$ cat src/rtl/core/tssr_pkg.sv
// Shared types, codes and constants of the tile and sprite scanline renderer.
package tssr_pkg;

    localparam int LINE_WIDTH_DEF   = 160;
    localparam int SPRITE_COUNT_DEF = 40;

    localparam int VMEM_AW = 13;
    localparam int CFG_AW  = 5;
    localparam int CFG_DW  = 32;

    localparam logic [VMEM_AW-1:0] MAP_LOW_OFS  = 13'h1800;   // 0x9800
    localparam logic [VMEM_AW-1:0] MAP_HIGH_OFS = 13'h1C00;   // 0x9C00
    localparam logic [VMEM_AW-1:0] VMEM_LAST    = 13'h1FFF;

    // lcd_control bits
    localparam int LCDC_BG_EN  = 0;
    localparam int LCDC_OBJ_EN = 1;
    localparam int LCDC_MAP    = 3;
    localparam int LCDC_TILES  = 4;

    // sprite attribute bits
    localparam int ATTR_BEHIND = 7;
    localparam int ATTR_YFLIP  = 6;
    localparam int ATTR_XFLIP  = 5;
    localparam int ATTR_PAL    = 4;

    // register indexes
    localparam logic [2:0] REG_LCDC  = 3'd0;
    localparam logic [2:0] REG_SCY   = 3'd1;
    localparam logic [2:0] REG_SCX   = 3'd2;
    localparam logic [2:0] REG_BGP   = 3'd3;
    localparam logic [2:0] REG_OBP0  = 3'd4;
    localparam logic [2:0] REG_OBP1  = 3'd5;

    typedef enum logic [1:0] {
        OP_VRAM   = 2'd0,
        OP_OAM    = 2'd1,
        OP_RENDER = 2'd2,
        OP_NONE   = 2'd3
    } t_op;

    typedef enum logic [4:0] {
        CMD_IDLE,
        CMD_CLR,
        CMD_ACCEPT,
        CMD_BG_MAP,
        CMD_BG_LO,
        CMD_BG_HI,
        CMD_BG_WR,
        CMD_SP_Y,
        CMD_SP_X,
        CMD_SP_T,
        CMD_SP_A,
        CMD_SP_CHK,
        CMD_SP_LO,
        CMD_SP_HI,
        CMD_PX_RD,
        CMD_PX_WR,
        CMD_OUT_RD,
        CMD_OUT_CAP,
        CMD_OUT_PUSH
    } t_cmd;

    typedef struct packed {
        logic clr_done;
        t_op  in_op;
        logic spr_en;
        logic col_last;
        logic spr_last;
        logic spr_hit;
        logic px_skip;
        logic k_last;
        logic grp_last;
        logic out_free;
    } t_status;

endpackage

$ cat src/rtl/core/tssr_ctrl.sv
// Sequencer of the scanline renderer: clearing pass, background, sprites, readout.
module tssr_ctrl (
    input  logic              i_clk,
    input  logic              i_rst_n,
    input  logic              i_in_valid,
    output logic              o_in_ready,
    input  tssr_pkg::t_status i_status,
    output tssr_pkg::t_cmd    o_cmd
);

    typedef enum logic [17:0] {
        S_CLR   = 18'h00001,
        S_IDLE  = 18'h00002,
        S_BMAP  = 18'h00004,
        S_BLO   = 18'h00008,
        S_BHI   = 18'h00010,
        S_BWR   = 18'h00020,
        S_SY    = 18'h00040,
        S_SX    = 18'h00080,
        S_ST    = 18'h00100,
        S_SA    = 18'h00200,
        S_SCHK  = 18'h00400,
        S_SLO   = 18'h00800,
        S_SHI   = 18'h01000,
        S_PRD   = 18'h02000,
        S_PWR   = 18'h04000,
        S_ORD   = 18'h08000,
        S_OCAP  = 18'h10000,
        S_OPUSH = 18'h20000
    } t_state;

    t_state r_state, n_state;
    t_state spr_next;

    assign spr_next   = i_status.spr_last ? S_ORD : S_SY;
    assign o_in_ready = (r_state == S_IDLE);

    always_comb begin
        n_state = r_state;
        o_cmd   = tssr_pkg::CMD_IDLE;
        case (r_state)
            S_CLR: begin
                o_cmd = tssr_pkg::CMD_CLR;
                if (i_status.clr_done) n_state = S_IDLE;
            end
            S_IDLE: begin
                if (i_in_valid) begin
                    o_cmd = tssr_pkg::CMD_ACCEPT;
                    if (i_status.in_op == tssr_pkg::OP_RENDER) n_state = S_BMAP;
                end
            end
            S_BMAP: begin o_cmd = tssr_pkg::CMD_BG_MAP; n_state = S_BLO; end
            S_BLO:  begin o_cmd = tssr_pkg::CMD_BG_LO;  n_state = S_BHI; end
            S_BHI:  begin o_cmd = tssr_pkg::CMD_BG_HI;  n_state = S_BWR; end
            S_BWR: begin
                o_cmd = tssr_pkg::CMD_BG_WR;
                if (i_status.col_last) n_state = i_status.spr_en ? S_SY : S_ORD;
                else n_state = S_BMAP;
            end
            S_SY:   begin o_cmd = tssr_pkg::CMD_SP_Y; n_state = S_SX;   end
            S_SX:   begin o_cmd = tssr_pkg::CMD_SP_X; n_state = S_ST;   end
            S_ST:   begin o_cmd = tssr_pkg::CMD_SP_T; n_state = S_SA;   end
            S_SA:   begin o_cmd = tssr_pkg::CMD_SP_A; n_state = S_SCHK; end
            S_SCHK: begin
                o_cmd   = tssr_pkg::CMD_SP_CHK;
                n_state = i_status.spr_hit ? S_SLO : spr_next;
            end
            S_SLO:  begin o_cmd = tssr_pkg::CMD_SP_LO; n_state = S_SHI; end
            S_SHI:  begin o_cmd = tssr_pkg::CMD_SP_HI; n_state = S_PRD; end
            S_PRD: begin
                o_cmd = tssr_pkg::CMD_PX_RD;
                if (i_status.px_skip) n_state = i_status.k_last ? spr_next : S_PRD;
                else n_state = S_PWR;
            end
            S_PWR: begin
                o_cmd   = tssr_pkg::CMD_PX_WR;
                n_state = i_status.k_last ? spr_next : S_PRD;
            end
            S_ORD:  begin o_cmd = tssr_pkg::CMD_OUT_RD; n_state = S_OCAP; end
            S_OCAP: begin
                o_cmd   = tssr_pkg::CMD_OUT_CAP;
                n_state = i_status.k_last ? S_OPUSH : S_ORD;
            end
            S_OPUSH: begin
                o_cmd = tssr_pkg::CMD_OUT_PUSH;
                if (i_status.out_free) n_state = i_status.grp_last ? S_IDLE : S_ORD;
            end
            default: n_state = S_CLR;
        endcase
    end

    always_ff @(posedge i_clk) begin
        if (!i_rst_n) r_state <= S_CLR;
        else          r_state <= n_state;
    end

endmodule

$ cat config.mk
export PLATFORM = sky130hd
export DESIGN_NAME = tssr_ctrl
export DESIGN_NICKNAME = d
export VERILOG_FILES = /design/src/rtl/core/tssr_pkg.sv /design/src/rtl/core/tssr_ctrl.sv
export SDC_FILE = /design/constraint.sdc
export NUM_CORES = 1
export LEC_CHECK = 0
export BUFFER_PORTS_ARGS = -buffer_cell sky130_fd_sc_hd__buf_4
export CAP_MARGIN = 40
export CORE_MARGIN = 3
export CORE_UTILIZATION = 25
export CTS_CLUSTER_DIAMETER = 30
export DETAILED_ROUTE_END_ITERATION = 6
export PLACE_DENSITY = 0.42
export SLEW_MARGIN = 20
export SYNTH_ARGS = -nofsm -noshare
export SYNTH_HDL_FRONTEND = slang
export SYNTH_SLANG_ARGS = --single-unit
$ cat constraint.sdc
create_clock -name i_clk -period 1.9 [get_ports i_clk]
set_input_delay 0.285 -clock i_clk [delete_from_list [all_inputs] [get_ports i_clk]]
set_output_delay 0.285 -clock i_clk [all_outputs]
set_load 0.02 [all_outputs]
==> metrics.json <==
{
  "layout": {
    "final.fill_count": 457,
    "post_route_cells_drive_above_1_share": 0.5516,
    "syn2layout_area_growth_pct": 74.30,
    "largest_register_ff_count": 18,
    "design.final.nets": 238,
    "largestRegisters": "r_state x18",
    "antenna-diode-count": 0,
    "max_flop_register": "r_state"
  },
  "place": {
    "dpl_worst_slack_ns": -0.2202,
    "finalWeightedCongestion": 0.8288,
    "dpl.hpwl_um": 3343,
    "io_buffer_count": 19
  },
  "logic_synthesis": {
    "synth_area_per_cell_um2": 8.059,
    "syn-num-nets": 159,
    "synthesis_warning_total": 0,
    "synth_cells": 145,
    "prevailing_post_synth_register_cell": "sky130_fd_sc_hd__dfxtp_1",
    "synth-seq-cells": 18,
    "synth_area_mm2": 0.001169,
    "synthArstFlopShare": 0,
    "post_synth_main_area_contributors": "sky130_fd_sc_hd__dfxtp_1 (31%), sky130_fd_sc_hd__nor2_1 (6.1%), sky130_fd_sc_hd__nand4b_1 (6.0%)",
    "cell_with_the_most_instances_after_synthesis": "sky130_fd_sc_hd__nor2_1",
    "post_synth_edffs": 0,
    "synth_top_cell_by_area": "sky130_fd_sc_hd__dfxtp_1",
    "post-synth-top-area-fraction": 0.3084,
    "synth.distinct_cells": 44,
    "synth-seq-area-share": 0.3084,
    "synth_top_cells_by_count": "sky130_fd_sc_hd__nor2_1 (19), sky130_fd_sc_hd__dfxtp_1 (18), sky130_fd_sc_hd__nand3_1 (9)"
  },
  "global_route": {
    "grt_use_total": 0.1682,
    "grt.overflow.total": 0,
    "number_of_antenna_violations_at_the_first_check_in_global_routing": 0,
    "first_pass_grt_wire_length_um": 7044,
    "vias_in_the_first_global_route": 1449,
    "largest_net_degree_at_the_start_of_global_routing": 14
  },
  "worst_setup_path": {
    "critical_path.top_delay_family": "simple AND/OR/NAND/NOR gates",
    "cp.arrival_ns": 2.05,
    "crit_chain": "or4_4 -> buf_4 -> nor4_4 -> buf_4 -> a22oi_1 -> inv_1 -> buf_6",
    "timing.critical_path.slowest_stage_cell": "sky130_fd_sc_hd__or4_4",
    "worstPathMaxFanout": 3,
    "slowest_delay_ns": 0.55,
    "cpMostUsedCell": "sky130_fd_sc_hd__buf_4",
    "worst_ep_required_time_ns": 1.62,
    "timing.critical_path.from_type": "register",
    "critical_path.endpoint_type": "primary output",
    "crit_type": "reg2out",
    "cp_num_buf_inv": 4
  },
  "timing": {
    "finalWorstPathRequiredPeriod_ns": 2.331,
    "rsz_0062_raised_after_global_routing": "yes",
    "slew-limit-headroom": 0.7501,
    "final_hold_viol_count": 0,
    "period_share": 1.227,
    "timing_max_transition_violations_final": 0,
    "fin_ws_ns": -0.4313,
    "timing_worst_slew_pin_value_ns": 0.3739,
    "finalSetupViolCount": 21,
    "fmax_mhz": 428.9,
    "totalNegativeSetupSlack_ns": -6.708,
    "clock-skew-final_ns": 0.002924
  },
  "power_and_ir_drop": {
    "power.static_leakage_nw": 0.9132,
    "vdd_drop_max_mv": 0.2884,
    "pwr_density_cell_mw_per_mm2": 748.5
  },
  "drt": {
    "drtPass1Iterations": 4,
    "drc": 0,
    "routed-via-count": 1449,
    "viasPerCell": 5.269,
    "postRouteAntennaNets": 0,
    "detail_route.wirelength_um": 4421,
    "drt_first_iter_violations": 91,
    "wl_per_cell_um": 16.08
  },
  "clocking": {
    "cts_hold_buffers": 0,
    "clock_path_buffers": 2,
    "tritoncts": "built",
    "buffer_cell_driving_the_clock_tree_root": "sky130_fd_sc_hd__clkbuf_8",
    "cts.htree.levels": 1,
    "cts-buffers-inserted": 3,
    "worstSkewPairLatency_ns": 0.26,
    "clk_pin_slew_ns": 0.08,
    "clock-sinks": 18
  },
  "die": {
    "start_util": 0.2630,
    "die_x_um": 74.37,
    "dieArea_mm2": 0.005531,
    "core_mm2": 0.004444,
    "io_pins": 20,
    "die_h_um": 74.37,
    "rows": 24
  },
  "status": {
    "violations": "negative setup slack",
    "outcome": "finished with violations"
  },
  "run": {
    "maxCapViolations": 0
  },
  "min_path": {
    "holdCritPathClass": "in2reg"
  }
}
per-stage QoR:
step,utilization,power [W],instance area [µm²],std cells,hold slack (ns)
2_1_floorplan,-,0.0007772,1182,145,0.3643
3_3_place_gp,0.3947,0.001028,1754,263,0.4672
3_5_place_dp,0.3947,0.001040,1754,263,0.4671
4_1_cts,0.4457,0.001475,1981,273,0.1836
5_1_grt,0.4583,0.001615,2037,275,0.1773
6_report,0.4583,0.001525,2037,275,0.1883
routing by layer:
metal | wire [µm] | track usage | share of wire
met2 | 2053 | 0.2673 | 0.46
met3 | 195 | 0.02568 | 0.044
met4 | 112 | 0.05534 | 0.025
met1 | 2060 | 0.2327 | 0.47
met5 | 0 | 0 | 0
layout make-up:
type                            instances  area (µm²)  area share
Sequential cell                        18       392.9      0.1929
Tap cell                               52       65.06     0.03194
Multi-Input combinational cell        119       895.9      0.4398
Inverter                                6       22.52     0.01106
Timing Repair Buffer                   76       605.6      0.2973
Clock buffer                            4       55.05     0.02703
cell families after synthesis:
kind of cell | Yosys count | share of synthesized area
AND/OR/NAND/NOR | 95 | 0.5000
AO/OA/AOI/OAI | 22 | 0.1435
flip-flops | 18 | 0.3084
buffers and inverters | 8 | 0.03318
XOR/XNOR | 2 | 0.01499
power by group:
group,switching [W],internal [W]
Combinational,0.000371,0.000387
Sequential,0.0000354,0.000405
Clock,0.000142,0.000184
Total,0.000548,0.000977
placed cells by master (no fill, tap or decap), types with 3 or more instances in the layout:
master,Yosys,layout
sky130_fd_sc_hd__a21oi_1,5,5
sky130_fd_sc_hd__and4_1,4,3
sky130_fd_sc_hd__buf_4,0,69
sky130_fd_sc_hd__buf_6,1,6
sky130_fd_sc_hd__clkbuf_8,0,4
sky130_fd_sc_hd__dfxtp_2,0,14
sky130_fd_sc_hd__dfxtp_4,0,4
sky130_fd_sc_hd__inv_1,6,5
sky130_fd_sc_hd__nand2_1,5,5
sky130_fd_sc_hd__nand2b_1,5,5
sky130_fd_sc_hd__nand3_1,9,8
sky130_fd_sc_hd__nand4_1,6,6
sky130_fd_sc_hd__nand4b_1,8,8
sky130_fd_sc_hd__nor2_1,19,19
sky130_fd_sc_hd__nor2b_1,5,5
sky130_fd_sc_hd__nor3_1,6,3
sky130_fd_sc_hd__nor4_1,7,4
sky130_fd_sc_hd__nor4_4,0,3
sky130_fd_sc_hd__or4_4,1,3
repair_timing:
item	4_1_cts	5_1_grt
resized for setup	40	9
pin swaps	10	4
endpoints found under the hold margin	0	0
endpoints found under the setup margin	21	21
buffers inserted	7	2
path summary, 6_finish.rpt:
kind	startpoint	end	slack, ns	depth (start not counted)
setup / recovery	r_state[10]$_SDFFE_PN0P_	o_cmd[4]	-0.43	7
hold / removal	i_status[3]	r_state[14]$_SDFFE_PN0P_	0.19	2
setup reg to reg	r_state[10]$_SDFFE_PN0P_	r_state[15]$_SDFFE_PN0P_	-0.33	7
hold reg to reg	r_state[14]$_SDFFE_PN0P_	r_state[16]$_SDFFE_PN0P_	0.58	3
Note: power is estimated with default switching activity, not from simulation.
